`src/design/acb_pkg.sv`:
```
// Shared types and constants for the ack coalescing buffer.
package acb_pkg;

    localparam int CID_W   = 64;
    localparam int PORT_W  = 16;
    localparam int TOTAL_W = 6;
    localparam int ENTRY_W = CID_W + PORT_W;
    localparam int IN_DATA_W  = 88;
    localparam int OUT_DATA_W = 88;

    // Command carried in the input tuser.
    localparam logic CMD_ADD  = 1'b0;
    localparam logic CMD_TAKE = 1'b1;

    // Kind of a result item, carried in the output tuser.
    typedef enum logic [1:0] {
        KIND_FLUSH_HDR = 2'd0,
        KIND_FLUSH_ENT = 2'd1,
        KIND_TAKE_ENT  = 2'd2,
        KIND_NONE      = 2'd3
    } t_kind;

    typedef enum logic [1:0] {
        ST_IDLE,
        ST_HDR,
        ST_READ,
        ST_ENTRY
    } t_state;

    // Controller to datapath.
    typedef struct packed {
        logic accept;     // input item taken this cycle
        logic load_hdr;   // load header or empty marker into output register
        logic rd_en;      // read the store at the job pointer
        logic load_entry; // load read data into output register, advance job
        logic rd_next;    // with rd_en: read the entry after the job pointer
    } t_dp_cmd;

    // Datapath to controller.
    typedef struct packed {
        logic is_add;     // incoming item is an add
        logic add_room;   // incoming add fits into the store
        logic take_none;  // incoming take removes nothing
        logic left_zero;  // no entries left in the current job
        logic left_one;   // exactly one entry left in the current job
        logic out_free;   // output register can take a new item
    } t_dp_status;

endpackage

```
`src/design/acb_dpath.sv`:
```
// Datapath: ack store, counters, job registers and the output register.
module acb_dpath
    import acb_pkg::*;
#(
    parameter int ACK_SLOTS = 8
) (
    input  logic                  i_clk,
    input  logic                  i_rst_n,
    input  logic [IN_DATA_W-1:0]  i_s_tdata,
    input  logic                  i_s_tuser,
    output logic                  o_m_tvalid,
    input  logic                  i_m_tready,
    output logic [OUT_DATA_W-1:0] o_m_tdata,
    output logic [1:0]            o_m_tuser,
    output logic                  o_m_tlast,
    input  t_dp_cmd               i_cmd,
    output t_dp_status            o_status
);

    localparam int CNT_W = $clog2(ACK_SLOTS + 1);
    localparam int IDX_W = (ACK_SLOTS > 1) ? $clog2(ACK_SLOTS) : 1;

    logic [ENTRY_W-1:0] r_mem [ACK_SLOTS];
    logic [ENTRY_W-1:0] r_rd_data;

    logic [CNT_W-1:0]   r_count, n_count;
    logic [CNT_W-1:0]   r_left, n_left;
    logic [CNT_W-1:0]   r_total, n_total;
    logic [IDX_W-1:0]   r_ptr, n_ptr;
    logic               r_flush, n_flush;
    logic [CID_W-1:0]   r_hdr_cid, n_hdr_cid;
    logic [PORT_W-1:0]  r_hdr_port, n_hdr_port;

    logic               r_out_valid;
    t_kind              r_out_kind;
    logic [CID_W-1:0]   r_out_cid;
    logic [PORT_W-1:0]  r_out_port;
    logic [TOTAL_W-1:0] r_out_total;
    logic               r_out_last;

    logic [CID_W-1:0]   w_cid;
    logic [PORT_W-1:0]  w_port;
    logic [TOTAL_W-1:0] w_want;
    logic [CNT_W-1:0]   w_take_n;
    logic               w_room;
    logic [IDX_W-1:0]   w_rd_addr;

    assign w_cid  = i_s_tdata[CID_W-1:0];
    assign w_port = i_s_tdata[ENTRY_W-1:CID_W];
    assign w_want = i_s_tdata[ENTRY_W+TOTAL_W-1:ENTRY_W];
    assign w_room = r_count < CNT_W'(ACK_SLOTS);
    assign w_take_n = (w_want < TOTAL_W'(r_count)) ? w_want[CNT_W-1:0] : r_count;

    assign o_status.is_add    = (i_s_tuser == CMD_ADD);
    assign o_status.add_room  = (i_s_tuser == CMD_ADD) && w_room;
    assign o_status.take_none = (i_s_tuser == CMD_TAKE) && (w_take_n == '0);
    assign o_status.left_zero = (r_left == '0);
    assign o_status.left_one  = (r_left == CNT_W'(1));
    assign o_status.out_free  = !r_out_valid || i_m_tready;

    always_comb begin
        n_count    = r_count;
        n_left     = r_left;
        n_total    = r_total;
        n_ptr      = r_ptr;
        n_flush    = r_flush;
        n_hdr_cid  = r_hdr_cid;
        n_hdr_port = r_hdr_port;
        if (i_cmd.accept) begin
            if (i_s_tuser == CMD_ADD) begin
                if (w_room) begin
                    n_count = r_count + CNT_W'(1);
                end else begin
                    n_flush    = 1'b1;
                    n_hdr_cid  = w_cid;
                    n_hdr_port = w_port;
                    n_total    = r_count;
                    n_left     = r_count;
                    n_ptr      = '0;
                    n_count    = '0;
                end
            end else begin
                n_flush    = 1'b0;
                n_hdr_cid  = '0;
                n_hdr_port = '0;
                n_total    = w_take_n;
                n_left     = w_take_n;
                n_ptr      = IDX_W'(r_count - w_take_n);
                n_count    = r_count - w_take_n;
            end
        end else if (i_cmd.load_entry) begin
            n_left = r_left - CNT_W'(1);
            n_ptr  = r_ptr + IDX_W'(1);
        end
    end

    always_ff @(posedge i_clk) begin
        if (!i_rst_n) begin
            r_count <= '0;
            r_left  <= '0;
        end else begin
            r_count <= n_count;
            r_left  <= n_left;
        end
    end

    always_ff @(posedge i_clk) begin
        r_total    <= n_total;
        r_ptr      <= n_ptr;
        r_flush    <= n_flush;
        r_hdr_cid  <= n_hdr_cid;
        r_hdr_port <= n_hdr_port;
    end

    // Single write port and single registered read port.
    assign w_rd_addr = i_cmd.rd_next ? r_ptr + IDX_W'(1) : r_ptr;

    always_ff @(posedge i_clk) begin
        if (i_cmd.accept && o_status.add_room) begin
            r_mem[r_count[IDX_W-1:0]] <= {w_port, w_cid};
        end
        if (i_cmd.rd_en) begin
            r_rd_data <= r_mem[w_rd_addr];
        end
    end

    always_ff @(posedge i_clk) begin
        if (!i_rst_n) begin
            r_out_valid <= 1'b0;
        end else if (i_cmd.load_hdr || i_cmd.load_entry) begin
            r_out_valid <= 1'b1;
        end else if (i_m_tready) begin
            r_out_valid <= 1'b0;
        end
    end

    always_ff @(posedge i_clk) begin
        if (i_cmd.load_hdr) begin
            r_out_kind  <= r_flush ? KIND_FLUSH_HDR : KIND_NONE;
            r_out_cid   <= r_hdr_cid;
            r_out_port  <= r_hdr_port;
            r_out_total <= TOTAL_W'(r_total);
            r_out_last  <= (r_left == '0);
        end else if (i_cmd.load_entry) begin
            r_out_kind  <= r_flush ? KIND_FLUSH_ENT : KIND_TAKE_ENT;
            r_out_cid   <= r_rd_data[CID_W-1:0];
            r_out_port  <= r_rd_data[ENTRY_W-1:CID_W];
            r_out_total <= TOTAL_W'(r_total);
            r_out_last  <= (r_left == CNT_W'(1));
        end
    end

    assign o_m_tvalid = r_out_valid;
    assign o_m_tdata  = {{(OUT_DATA_W - ENTRY_W - TOTAL_W){1'b0}},
                         r_out_total, r_out_port, r_out_cid};
    assign o_m_tuser  = r_out_kind;
    assign o_m_tlast  = r_out_last;

endmodule

```
`src/design/acb_ctrl.sv`:
```
// Controller state machine that sequences headers and entry reads.
module acb_ctrl
    import acb_pkg::*;
(
    input  logic       i_clk,
    input  logic       i_rst_n,
    input  logic       i_s_tvalid,
    output logic       o_s_tready,
    input  t_dp_status i_status,
    output t_dp_cmd    o_cmd
);

    t_state r_state, n_state;

    always_ff @(posedge i_clk) begin
        if (!i_rst_n) begin
            r_state <= ST_IDLE;
        end else begin
            r_state <= n_state;
        end
    end

    always_comb begin
        n_state    = r_state;
        o_cmd      = '0;
        o_s_tready = 1'b0;
        case (r_state)
            ST_IDLE: begin
                o_s_tready = 1'b1;
                if (i_s_tvalid) begin
                    o_cmd.accept = 1'b1;
                    if (i_status.add_room) begin
                        n_state = ST_IDLE;
                    end else if (i_status.is_add || i_status.take_none) begin
                        n_state = ST_HDR;
                    end else begin
                        n_state = ST_READ;
                    end
                end
            end
            ST_HDR: begin
                if (i_status.out_free) begin
                    o_cmd.load_hdr = 1'b1;
                    n_state = i_status.left_zero ? ST_IDLE : ST_READ;
                end
            end
            ST_READ: begin
                o_cmd.rd_en = 1'b1;
                n_state = ST_ENTRY;
            end
            ST_ENTRY: begin
                if (i_status.out_free) begin
                    o_cmd.load_entry = 1'b1;
                    if (i_status.left_one) begin
                        n_state = ST_IDLE;
                    end else begin
                        o_cmd.rd_en   = 1'b1;
                        o_cmd.rd_next = 1'b1;
                    end
                end
            end
            default: begin
                n_state = ST_IDLE;
            end
        endcase
    end

endmodule

```
`src/design/ack_coalescing_buffer_core.sv`:
```
// Top level of the ack coalescing buffer: controller, datapath and checks.
//
// This block gathers pending RPC acknowledgements for one peer in a store of
// ACK_SLOTS entries. An add item stores its ack and produces no result while
// there is room; an add that finds the store full produces a flush: a header
// item with the new RPC's id and port and the stored count, followed by every
// stored entry from oldest to newest, after which the store counts as empty
// and the new ack is dropped. A take item removes up to take_count of the
// newest entries and sends them oldest first, or sends a single empty marker
// when nothing is removed. The block takes one input item at a time. The
// store has one registered read port, and results leave through one output
// register at one item per cycle once streaming, while the output does not
// stall. The input is accepted again as soon as the last result of an item
// has been loaded into the output register, even while that result still
// waits to be taken.
module ack_coalescing_buffer_core
    import acb_pkg::*;
#(
    parameter int ACK_SLOTS = 8
) (
    input  logic                  i_clk,
    input  logic                  i_rst_n,
    input  logic                  i_s_tvalid,
    output logic                  o_s_tready,
    // client_id [63:0], server_port [79:64], take_count [85:80], zero pad
    input  logic [IN_DATA_W-1:0]  i_s_tdata,
    // command [0]
    input  logic                  i_s_tuser,
    output logic                  o_m_tvalid,
    input  logic                  i_m_tready,
    // ack_client_id [63:0], ack_server_port [79:64], ack_total [85:80], zero pad
    output logic [OUT_DATA_W-1:0] o_m_tdata,
    // kind [1:0]
    output logic [1:0]            o_m_tuser,
    // last result caused by an input item
    output logic                  o_m_tlast
);

    t_dp_cmd    w_cmd;
    t_dp_status w_status;

    acb_ctrl u_ctrl (
        .i_clk      (i_clk),
        .i_rst_n    (i_rst_n),
        .i_s_tvalid (i_s_tvalid),
        .o_s_tready (o_s_tready),
        .i_status   (w_status),
        .o_cmd      (w_cmd)
    );

    acb_dpath #(
        .ACK_SLOTS (ACK_SLOTS)
    ) u_dpath (
        .i_clk      (i_clk),
        .i_rst_n    (i_rst_n),
        .i_s_tdata  (i_s_tdata),
        .i_s_tuser  (i_s_tuser),
        .o_m_tvalid (o_m_tvalid),
        .i_m_tready (i_m_tready),
        .o_m_tdata  (o_m_tdata),
        .o_m_tuser  (o_m_tuser),
        .o_m_tlast  (o_m_tlast),
        .i_cmd      (w_cmd),
        .o_status   (w_status)
    );

    // The output register is only loaded when it is empty or being drained.
    a_load_when_free: assert property (@(posedge i_clk) disable iff (!i_rst_n)
        (w_cmd.load_hdr || w_cmd.load_entry) |-> w_status.out_free)
        else $error("output register overwritten while holding an item");

    // Any item that produces results closes the input for the next cycle.
    a_busy_after_accept: assert property (@(posedge i_clk) disable iff (!i_rst_n)
        (i_s_tvalid && o_s_tready && !w_status.add_room) |=> !o_s_tready)
        else $error("input reopened before results were produced");

    // A flush only happens on a full store, so its header reports every slot.
    a_flush_total: assert property (@(posedge i_clk) disable iff (!i_rst_n)
        (o_m_tvalid && o_m_tuser == KIND_FLUSH_HDR)
            |-> (o_m_tdata[ENTRY_W+TOTAL_W-1:ENTRY_W] == TOTAL_W'(ACK_SLOTS)))
        else $error("flush header count differs from store size");

    // The empty marker is always a single, final, all-zero result.
    a_empty_marker: assert property (@(posedge i_clk) disable iff (!i_rst_n)
        (o_m_tvalid && o_m_tuser == KIND_NONE)
            |-> (o_m_tlast && o_m_tdata == '0))
        else $error("malformed empty marker");

endmodule

```
`config.mk`:
```
export PLATFORM = sky130hd
export DESIGN_NAME = ack_coalescing_buffer_core
export DESIGN_NICKNAME = d
export VERILOG_FILES = /design/src/design/acb_pkg.sv /design/src/design/acb_dpath.sv /design/src/design/acb_ctrl.sv /design/src/design/ack_coalescing_buffer_core.sv
export SDC_FILE = /design/constraint.sdc
export NUM_CORES = 1
export LEC_CHECK = 0
export BUFFER_PORTS_ARGS = -buffer_cell sky130_fd_sc_hd__buf_2
export CAP_MARGIN = 25
export CORE_UTILIZATION = 48
export DETAILED_ROUTE_END_ITERATION = 8
export PLACE_DENSITY = 0.75
export SLEW_MARGIN = 30
export SYNTH_ARGS = -nofsm -noshare
export SYNTH_HDL_FRONTEND = slang
export SYNTH_HIERARCHICAL = 1
export SYNTH_SLANG_ARGS = --single-unit
```
`constraint.sdc`:
```
create_clock -name i_clk -period 13.7 [get_ports i_clk]
set_input_delay 2.74 -clock i_clk [delete_from_list [all_inputs] [get_ports i_clk]]
set_output_delay 2.74 -clock i_clk [all_outputs]
set_load 0.005 [all_outputs]
```
Word level (Yosys, flattened, before mapping)
Memories as Yosys holds them, arrays and structs flattened. A register that Yosys moved wholly into a read port is not among the register bits.
Index checks and enable logic that the tools add are counted.

word-level totals
  output and inout bits = 93
  bits in writable memories = 640
  memories kept = 1
  bits of input ports = 93
  word-level logic and storage cells = 96
  register bits after elaboration = 186

operators by class
  eq/ne operators = 10
  muxes and demuxes = 48
  add/sub/neg operators = 4
  bitwise operators = 1
  $lt $le $gt $ge = 2
  reduce and logical (&&, ||, !) cells = 16

memories
  name           depth  bits a word  read ports  clocked after memory_dff  wr ports  RTL line         RTL
  u_dpath.r_mem  8      80           1           1                         1         acb_dpath.sv:23  logic [ENTRY_W-1:0] r_mem [ACK_SLOTS];

operators with widths
  cell                                               count
  two-way mux 64 bit                                 3
  two-way mux 16 bit                                 3
  two-way mux 4 bit                                  9
  two-way mux 2 bit                                  12
  two-way mux 3 bit                                  6
  two-way mux 1 bit                                  13
  zero test 4 bit                                    2
  one-hot mux 2 bit (4 select lines)                 1
  less-than comparator 6 x 4 -> 1 bit                1
  != test 2 x 1 -> 1 bit, second input constant      3
  nonzero test 2 bit                                 3
  adder 4 x 1 -> 4 bit, second input constant        1
  == test 2 bit, second input constant               2
  == test 4 x 1 -> 1 bit, second input constant      1
  less-than comparator 4 bit, second input constant  1
  != test 2 bit, second input constant               2
  AND reduction 2 bit                                2
  AND reduction 4 bit                                1
  subtractor 4 x 1 -> 4 bit, second input constant   1
  subtractor 4 bit                                   1
  adder 3 x 1 -> 3 bit, second input constant        1
  logical AND 1 bit                                  3
  logical OR 1 bit                                   3
  != test 3 bit, second input constant               1
  other kinds (5)                                    5

Depth between registers and ports, before layout
Gate-level depths: netlist of run 1.

  word-level depth = 9
  depth in mapped cells = 13
  depth with buffers taken out = 12

Hierarchy
Netlist of run 1, hierarchy kept.

modules (own cells, without submodules)
  module     cells an instance  area an instance (µm²)  seq. area each (µm²)  times used
  acb_dpath  1504               34171.5                 27055.9               1
  acb_ctrl   27                 230.2                   40.0                  1

Least setup slack after synthesis of run 1
No wires, ideal clock.

  path type = in2reg
  start = in i_s_tvalid
  end = mem u_dpath/r_mem[1][0] (netlist bit) (enable)
  setup slack = 3.956 ns
  library setup time = 0.616 ns
  path buffers = 1
  arrival = 9.128 ns
  cell stages on the path = 5
  data required time = 13.084 ns
  path through = and2_1 clkbuf_1 nor3b_1 nand2_1 nor3_1

between the ends
  word-level cells in the longest chain between the ends = 5

RTL lines
  item                                     RTL line                          RTL
  start, declared                          ack_coalescing_buffer_core.sv:23  input logic i_s_tvalid,
  two-way mux 1 bit                        acb_ctrl.sv:30                    if (i_s_tvalid) begin
  two-way mux 1 bit                        acb_ctrl.sv:27                    case (r_state)
  logical AND 1 bit                        acb_dpath.sv:119                  if (i_cmd.accept && o_status.add_room) begin
  two-way mux 1 bit                        acb_dpath.sv:119
  two-way mux 1 bit (implied by the code)  acb_dpath.sv:120                  r_mem[r_count[IDX_W-1:0]] <= {w_port, w_cid};
  end, declared                            acb_dpath.sv:23

No other way between the ends.

==> flow_summary.rst, run 1 <==
.. list-table::
   :header-rows: 1

   * - Metric
     - Value
   * - Critical path type
     - in2reg
   * - Sequential area share after synthesis
     - about 80%
   * - Hold crit path type
     - reg2reg
   * - H-tree levels
     - 3
   * - Commonest register cell after synthesis
     - sky130_fd_sc_hd__edfxtp_1
   * - Pin count of the biggest net entering global routing
     - 65
   * - Yosys top cell by area
     - sky130_fd_sc_hd__edfxtp_1
   * - Count of mapped cells out of synthesis
     - 1531
   * - Overall routed net length
     - around 70 mm
   * - Hold_ws
     - 0.421 ns
   * - DPL Wire Length
     - 36.4 mm
   * - Count of cell types in the netlist
     - 52
   * - Cell Pwr Density
     - 164 nW/um^2
   * - Number of max-cap violations
     - 0
   * - Maximum clock skew at final layout
     - 0.0269 ns
   * - Endpoint class of the critical path
     - register
   * - Routed vias/inst
     - 5.67
   * - Count of flip-flops with a built-in enable after synthesis
     - 895
   * - Cell types occupying the most area after synthesis
     - sky130_fd_sc_hd__edfxtp_1 (78%), sky130_fd_sc_hd__mux4_2 (10%), sky130_fd_sc_hd__mux2_2 (5.4%), sky130_fd_sc_hd__nor2b_1 (1.5%), sky130_fd_sc_hd__dfxtp_1 (0.64%)
   * - Core area
     - 70500 sq um
   * - Sinks on Clock Net
     - 906
   * - Vert. Die Dim
     - 270 microns
   * - Layout overhead on the synthesized area
     - 14.6%
   * - GRT overflow
     - 0
   * - Syn avg cell area
     - 22.5 sq um
   * - TritonCTS clock tree
     - built
   * - Vias in the first global route
     - 16490
   * - Crit. Startpoint
     - i_m_tready
   * - Final instance area
     - 39400 sq um
   * - All-layer global routing usage
     - 19.6%
   * - Largest fanout of any net on the critical path
     - 37
   * - FF+latch count, synth
     - slightly above 900
   * - Top cell type's share of synthesized area
     - 78.1%
   * - Number of violations reported at the end of detailed-routing iteration 0
     - 1232
   * - First-pass iteration count of the detailed router
     - 5
   * - Placed Area
     - 36500 sq um
   * - Vias post-DR
     - around 16000
   * - Startpoint of the lowest-slack register-to-register path
     - u_dpath/r_left[0]$_SDFFE_PN0P_
   * - Die X-Extent
     - 270 microns
   * - CTS hold repair buffers
     - 0
   * - Hold path startpoint
     - u_dpath/r_total[1]$_DFFE_PP_
   * - Setup TNS Final
     - 0 ns
   * - Fill count
     - 5045
   * - Post-CTS Setup Inserts
     - 0
   * - Worst IR drop on VDD
     - 0.107 mV
   * - Run status
     - complete, no violations
   * - Headroom to the max-slew limit
     - 33.7%
   * - Setup repair after global routing missed its margin
     - false
   * - Total Nets Final
     - 1871
   * - Worst-margin pin slew
     - 0.995 ns
   * - Post-route antenna net violation count
     - 0
   * - Global placer's final weighted congestion
     - 0.782
   * - Worst EP arrival
     - roughly 6.6 ns
   * - Max-slew violation count
     - 0
   * - # resized after CTS
     - 0
   * - Residual DRC count
     - 0
   * - Ys async rst share
     - 0%
   * - Number of input and output port buffers inserted
     - 179
   * - Cell chosen for the clock root
     - sky130_fd_sc_hd__clkbuf_16
   * - Number of hold violations in the final report
     - 0
   * - Sort of element at the start of the critical path
     - input pin
   * - First-pass GRT wire length
     - approximately 100 mm
   * - Die outline area
     - 72700 sq um
   * - Initial antenna violation count
     - 12
   * - Number of standard-cell rows in the floorplan
     - 97
   * - Yosys Warn Count
     - 6
   * - Fraction of final layout cells with drive strength greater than 1
     - 37.6%
   * - Final period util
     - 45.3%
   * - Peak Freq
     - 161 MHz
   * - Total power draw
     - 6.45 mW
   * - Post-synthesis cell area
     - between 30000 and 40000 sq um
   * - Critical path required time
     - between 10 and 15 ns
   * - Count of endpoints failing setup in the final report
     - 0
   * - Final min period
     - just over 6 ns
   * - Clock latency on the worst-skew pair
     - 0.64 ns
   * - Number of buffers created by CTS
     - 90
   * - Clock-pin transition on the worst setup and hold timing paths
     - around 0.06 ns
   * - Static leakage
     - 12.8 nW
   * - Clock Path Buffers
     - 3
   * - Starting Density
     - slightly below 50%
   * - Detail-routed net length per standard cell
     - 25.4 microns
   * - Ports
     - 186
==> flip-flops by register name, indices dropped and copies added, names as in the netlist <==
register and flops:
u_ctrl/r_state 2, u_dpath/o_m_tlast 1, u_dpath/o_m_tuser 2, u_dpath/o_m_tvalid 1, u_dpath/r_count 4, u_dpath/r_flush 1, u_dpath/r_hdr_cid 64, u_dpath/r_hdr_port 16
u_dpath/r_left 4, u_dpath/r_mem 640, u_dpath/r_out_cid 64, u_dpath/r_out_port 16, u_dpath/r_out_total 4, u_dpath/r_ptr 3, u_dpath/r_rd_data 80, u_dpath/r_total 4
==> metal layers <==
| layer | global-route usage (%) | up-vias | share of wire, % |
|---|---|---|---|
| met5 | 0 | - | 0.064 |
| met4 | 7.46 | 8 | 2.5 |
| met3 | 3.52 | 119 | 6.1 |
| met2 | 32.8 | 556 | 50 |
| met1 | 25.7 | 8305 | 41 |
| li1 | - | 6747 | - |
==> cell usage in the layout (no fill, tap or decap), types with 5 or more instances in the layout <==
cell type / count
sky130_fd_sc_hd__nor2_4: 7
sky130_fd_sc_hd__nor2b_1: 80
sky130_fd_sc_hd__nand2_1: 12
sky130_fd_sc_hd__nor3b_1: 5
sky130_fd_sc_hd__bufinv_16: 9
sky130_fd_sc_hd__nor2_1: 11
sky130_fd_sc_hd__inv_1: 16
sky130_fd_sc_hd__clkinv_2: 15
sky130_fd_sc_hd__mux2_2: 165
sky130_fd_sc_hd__a21oi_1: 13
sky130_fd_sc_hd__buf_2: 178
sky130_fd_sc_hd__clkinv_1: 17
sky130_fd_sc_hd__buf_4: 31
sky130_fd_sc_hd__o21ai_0: 9
sky130_fd_sc_hd__nand3_1: 5
sky130_fd_sc_hd__diode_2: 8
sky130_fd_sc_hd__ha_1: 12
sky130_fd_sc_hd__clkbuf_1: 10
sky130_fd_sc_hd__mux4_2: 160
sky130_fd_sc_hd__edfxtp_1: 895
sky130_fd_sc_hd__clkbuf_16: 93
sky130_fd_sc_hd__nand2b_1: 5
sky130_fd_sc_hd__dfxtp_1: 11
==> stage by stage <==
| step | setup slack (ns) | utilization [%] | cells |
|---|---|---|---|
| 2_1_floorplan | 3.96 | - | 1534 |
| 3_5_place_dp | 6.60 | 51.7 | 2613 |
| 4_1_cts | 7.28 | 55.8 | 2768 |
| 5_1_grt | 7.19 | 55.9 | 2776 |
| 3_3_place_gp | 6.43 | 51.7 | 2613 |
| 6_report | 7.49 | 55.9 | 2777 |
==> synth_stat cells, drive strengths merged (2+ instances only) <==
| cell | number |
|---|---|
| nor3b | 6 |
| nor3 | 4 |
| nor2 | 18 |
| ha | 12 |
| o21a | 3 |
| nand2 | 12 |
| buf | 31 |
| o21ai | 11 |
| a21oi | 13 |
| mux4 | 160 |
| nand3 | 5 |
| a311oi | 2 |
| inv | 18 |
| o211ai | 3 |
| edfxtp | 895 |
| a221oi | 2 |
| dfxtp | 11 |
| xor2 | 4 |
| nand2b | 5 |
| clkbuf | 41 |
| mux2 | 165 |
| a31oi | 2 |
| mux2i | 4 |
| nor2b | 81 |
| or2 | 2 |
| or3 | 2 |
| xnor2 | 2 |
==> worst paths after layout <==
| kind | end | slack (ns) | cells past startpoint |
|---|---|---|---|
| min | u_dpath/r_out_total[1]$_DFFE_PP_ | 0.42 | 0 |
| max reg2reg | u_dpath/r_rd_data[11]$_DFFE_PP_ | 8.97 | 10 |
| min reg2reg | u_dpath/r_out_total[1]$_DFFE_PP_ | 0.42 | 0 |
| max | u_dpath/r_rd_data[11]$_DFFE_PP_ | 7.49 | 10 |
==> power by group <==
group / internal (mW) / total, mW / switching, mW
clock: 1.40 / 2.40 / 0.995
combinational: 0.362 / 0.771 / 0.409
sequential: 3.23 / 3.28 / 0.0413
==> critical path, cell delays in order <==
cell,delay [ns]
sky130_fd_sc_hd__buf_2,0.08
sky130_fd_sc_hd__nand2b_1,0.29
sky130_fd_sc_hd__nand2_1,0.17
sky130_fd_sc_hd__nor2_1,0.57
sky130_fd_sc_hd__xnor2_4,0.35
sky130_fd_sc_hd__buf_4,0.48
sky130_fd_sc_hd__buf_12,0.28
sky130_fd_sc_hd__buf_4,0.65
sky130_fd_sc_hd__mux4_2,0.59
sky130_fd_sc_hd__mux2_2,0.29
==> final cells by class <==
cell class                      instances  area, sq um  area share, %
Antenna cell                            8         20.0         0.0508
Clock buffer                          103         2360           6.00
Clock inverter                         52          531           1.35
Inverter                               18         72.6          0.184
Multi-Input combinational cell        538         6980           17.7
Sequential cell                       906        27100           68.8
Tap cell                              940         1180           2.98
Timing Repair Buffer                  212         1170           2.96
==> logic make-up (layout without fill, tap and decap cells) <==
| family | Yosys count | count (layout) | share of synthesized area, % |
|---|---|---|---|
| XOR/XNOR | 6 | 6 | 0.153 |
| multiplexers | 329 | 329 | 16.0 |
| flip-flops | 906 | 906 | 78.8 |
| AND/OR/NAND/NOR | 142 | 142 | 2.44 |
| buffers and inverters | 90 | 385 | 1.33 |
| other | 1 | 12 | 0.0109 |
| adder cells (fa/ha/maj) | 12 | 12 | 0.436 |
| AO/OA/AOI/OAI | 45 | 45 | 0.873 |
Power figures use the tool's default switching activity.
==> run 2: changes to the inputs <==
Settings changed: ABC_AREA set to 1, PLACE_DENSITY 0.75 to 0.78.
Clock period 13.7 ns to 5.5 ns, I/O delays scaled along.
==> run 2 against run 1 <==
Net effect: via count rose by 32%; register-to-register slack got worse by 7.0 ns; utilization fell by 1.3 points; final cell count rose by 34%; sequential share of layout area fell by 0.72 points; global-route usage rose by 0.85 points; clock skew fell by 0.0082 ns; setup slack got worse by 5.7 ns; first-iteration DRC count rose by 67%; count of clock-buffer cells in the layout fell by 2; largest cell class unchanged; largest power group unchanged.
==> flow_summary.rst, run 2 <==
.. list-table::
   :header-rows: 1

   * - Metric
     - Value
   * - Number of hold violations in the final report
     - 0
   * - Ys async rst share
     - 0%
   * - Layout overhead on the synthesized area
     - 12.7%
   * - Count of endpoints failing setup in the final report
     - 0
   * - DPL Wire Length
     - 38.2 mm
   * - Capture point of the worst reg-to-reg path
     - u_dpath/r_rd_data[4]$_DFFE_PP_
   * - Number of max-cap violations
     - 0
   * - Endpoint class of the critical path
     - register
   * - Cell types occupying the most area after synthesis
     - sky130_fd_sc_hd__edfxtp_1 (76%), sky130_fd_sc_hd__nor2_1 (3.7%), sky130_fd_sc_hd__o21ai_0 (3.6%), sky130_fd_sc_hd__o21bai_1 (3.4%), sky130_fd_sc_hd__nand2_1 (3.1%)
   * - Starting Density
     - between 40 and 50%
   * - Vert. Die Dim
     - 273 microns
   * - Syn avg cell area
     - around 14 sq um
   * - Library cell with the highest instance count after synthesis
     - sky130_fd_sc_hd__edfxtp_1
   * - Maximum clock skew at final layout
     - 0.0187 ns
   * - Clock latency on the worst-skew pair
     - ~0.64 ns
   * - Largest fanout of any net on the critical path
     - 124
   * - Residual DRC count
     - 0
   * - Top cell type's share of synthesized area
     - around three quarters
   * - Number of buffers created by CTS
     - slightly below 90
   * - Vias post-DR
     - 20787
   * - Final instance area
     - 39800 sq um
   * - Register-to-Register Path Depth
     - 11
   * - Worst hold path stage count
     - 0
   * - H-tree levels
     - 3
   * - Vias in the first global route
     - 20140
   * - Reg2Reg Setup Slack
     - between 1.5 and 2 ns
   * - Overall routed net length
     - between 70 and 80 mm
   * - Cell Count, Final, Fillers Out
     - 3729
   * - Core area
     - approximately 73000 sq um
   * - Ports
     - 186
   * - Post-CTS Setup Inserts
     - 0
   * - Worst EP arrival
     - 4.17 ns
   * - Yosys Warn Count
     - 6
   * - Run status
     - complete, no violations
   * - Clock-pin transition on the worst setup and hold timing paths
     - about 0.060 ns
   * - Global placer's final weighted congestion
     - 0.794
   * - Sequential area share after synthesis
     - 76.7%
   * - Placed Area
     - approximately 37000 sq um
   * - End point of the most critical hold path
     - u_dpath/r_out_total[0]$_DFFE_PP_
   * - Worst IR drop on VDD
     - 0.268 mV
   * - Cell Pwr Density
     - 401 nW/um^2
   * - Fraction of final layout cells with drive strength greater than 1
     - 13.3%
   * - All-layer global routing usage
     - about a fifth
   * - FF+latch count, synth
     - just over 900
   * - Final min period
     - 3.72 ns
   * - First-pass GRT wire length
     - approximately 120 mm
   * - Critical path required time
     - 5.95 ns
   * - Pin count of the biggest net entering global routing
     - roughly 170
   * - Static leakage
     - 13.9 nW
   * - Max-slew violation count
     - 0
   * - Die outline area
     - 74700 sq um
   * - TritonCTS clock tree
     - built
   * - Cell chosen for the clock root
     - sky130_fd_sc_hd__clkbuf_16
   * - Top library cells by usage in the layout, fill and taps aside
     - sky130_fd_sc_hd__edfxtp_1 (895), sky130_fd_sc_hd__nor2_1 (335), sky130_fd_sc_hd__nand2_1 (294)
   * - Hold crit path type
     - reg2reg
   * - Count of placed standard cells including taps
     - ~3600
   * - Total Nets Final
     - 2802
   * - Critical path type
     - in2reg
   * - Count of mapped cells out of synthesis
     - between 2000 and 3000
   * - Setup repair after global routing missed its margin
     - false
   * - Number of violations reported at the end of detailed-routing iteration 0
     - 2062
   * - Total power draw
     - 16.0 mW
   * - Most common library cell in the layout ignoring fill and taps
     - sky130_fd_sc_hd__edfxtp_1
   * - Count of flip-flops with a built-in enable after synthesis
     - a little under 900
   * - Max FFs per register
     - 640
   * - Routed vias/inst
     - 5.57
   * - List of most frequent post-synthesis cells
     - sky130_fd_sc_hd__edfxtp_1 (895), sky130_fd_sc_hd__nor2_1 (344), sky130_fd_sc_hd__nand2_1 (296)
   * - Startpoint of the lowest-slack register-to-register path
     - u_ctrl/r_state[0]$_SDFFE_PN0P_
   * - GRT overflow
     - 0
   * - Hold path startpoint
     - u_dpath/r_total[0]$_DFFE_PP_
   * - Headroom to the max-slew limit
     - 38.2%
   * - Number of input and output port buffers inserted
     - 179
   * - Initial antenna violation count
     - 13
   * - # resized after CTS
     - 0
   * - Detail-routed net length per standard cell
     - 20.8 microns
   * - Sort of element at the start of the critical path
     - input pin
   * - Commonest register cell after synthesis
     - sky130_fd_sc_hd__edfxtp_1
   * - Number of standard-cell rows in the floorplan
     - 99
   * - Worst-margin pin slew
     - 0.927 ns
   * - Final period util
     - 67.6%
   * - First-pass iteration count of the detailed router
     - 5
   * - Clock Path Buffers
     - 3
   * - Post-route antenna net violation count
     - 0
   * - Yosys top cell by area
     - sky130_fd_sc_hd__edfxtp_1
   * - Peak Freq
     - 269 MHz
   * - Count of cell types in the netlist
     - 41
   * - Post-synthesis cell area
     - ~35000 sq um
   * - Die X-Extent
     - 273 microns
   * - CTS hold repair buffers
     - 0
   * - Sinks on Clock Net
     - 906
==> run 2: worst max path at each step <==
stage	end	slack, ns	startpoint
2_1_floorplan	u_dpath/r_mem[0][0]$_DFFE_PP_	-0.04	i_s_tvalid
3_3_place_gp	u_dpath/r_rd_data[76]$_DFFE_PP_	1.41	i_m_tready
3_5_place_dp	u_dpath/r_rd_data[75]$_DFFE_PP_	1.27	i_m_tready
4_1_cts	u_dpath/r_rd_data[73]$_DFFE_PP_	1.92	i_m_tready
5_1_grt	u_dpath/r_rd_data[7]$_DFFE_PP_	1.55	i_m_tready
6_report	u_dpath/r_rd_data[4]$_DFFE_PP_	1.78	i_m_tready
==> run 2: critical path: stages <==
cell and delay [ns]:
sky130_fd_sc_hd__buf_2 0.08, sky130_fd_sc_hd__inv_1 0.03, sky130_fd_sc_hd__nand2_1 0.13, sky130_fd_sc_hd__inv_1 0.11, sky130_fd_sc_hd__nor2_1 0.14, sky130_fd_sc_hd__nand2_1 0.16
sky130_fd_sc_hd__inv_1 0.29, sky130_fd_sc_hd__or2_4 0.21, sky130_fd_sc_hd__nand2_8 0.19, sky130_fd_sc_hd__inv_8 0.57, sky130_fd_sc_hd__buf_12 0.39, sky130_fd_sc_hd__o21ai_1 0.13
sky130_fd_sc_hd__o21bai_1 0.25, sky130_fd_sc_hd__a31oi_1 0.27
==> run 2: routing by layer <==
metal	track usage (%)	routed length [microns]	part of all wire (%)
met1	27.3	31500	41
met2	34.2	37800	49
met3	3.36	6300	8.1
met4	6.82	1760	2.3
met5	0	93	0.12
==> run 2: report_power, final <==
part           switching, mW  total (mW)  internal, mW
Sequential            0.0850        8.09          8.01
Clock                   2.50        5.83          3.32
Combinational           1.42        2.07         0.647
==> run 2: per-stage QoR <==
| step | TNS, ns | setup WS [ns] | util, % | hold WS, ns |
|---|---|---|---|---|
| 2_1_floorplan | -12.82 | -0.0371 | - | 0.400 |
| 3_3_place_gp | 0 | 1.41 | 50.7 | 0.403 |
| 3_5_place_dp | 0 | 1.27 | 50.7 | 0.416 |
| 4_1_cts | 0 | 1.92 | 54.6 | 0.430 |
| 5_1_grt | 0 | 1.55 | 54.6 | 0.436 |
| 6_report | 0 | 1.78 | 54.6 | 0.432 |
==> run 2: logic make-up (layout without fill, tap and decap cells) <==
family / count (synthesis) / in the layout / synth area share, %
XOR/XNOR: 2 / 2 / 0.0496
buffers and inverters: 280 / 496 / 4.17
other: 1 / 8 / 0.0106
flip-flops: 906 / 906 / 76.7
multiplexers: 1 / 1 / 0.0283
adder cells (fa/ha/maj): 12 / 12 / 0.425
AND/OR/NAND/NOR: 668 / 668 / 7.27
AO/OA/AOI/OAI: 677 / 677 / 11.4
==> run 2: cell type report <==
cell class              count  area, sq um
repair buffers            213         1340
diodes                      4         10.0
clock buffers             101         2250
flip-flops and latches    906        27100
clock inverters            57          538
multi-input cells        1364         6910
well taps                 959         1200
fillers                  5535        33100
inverters                 125          480
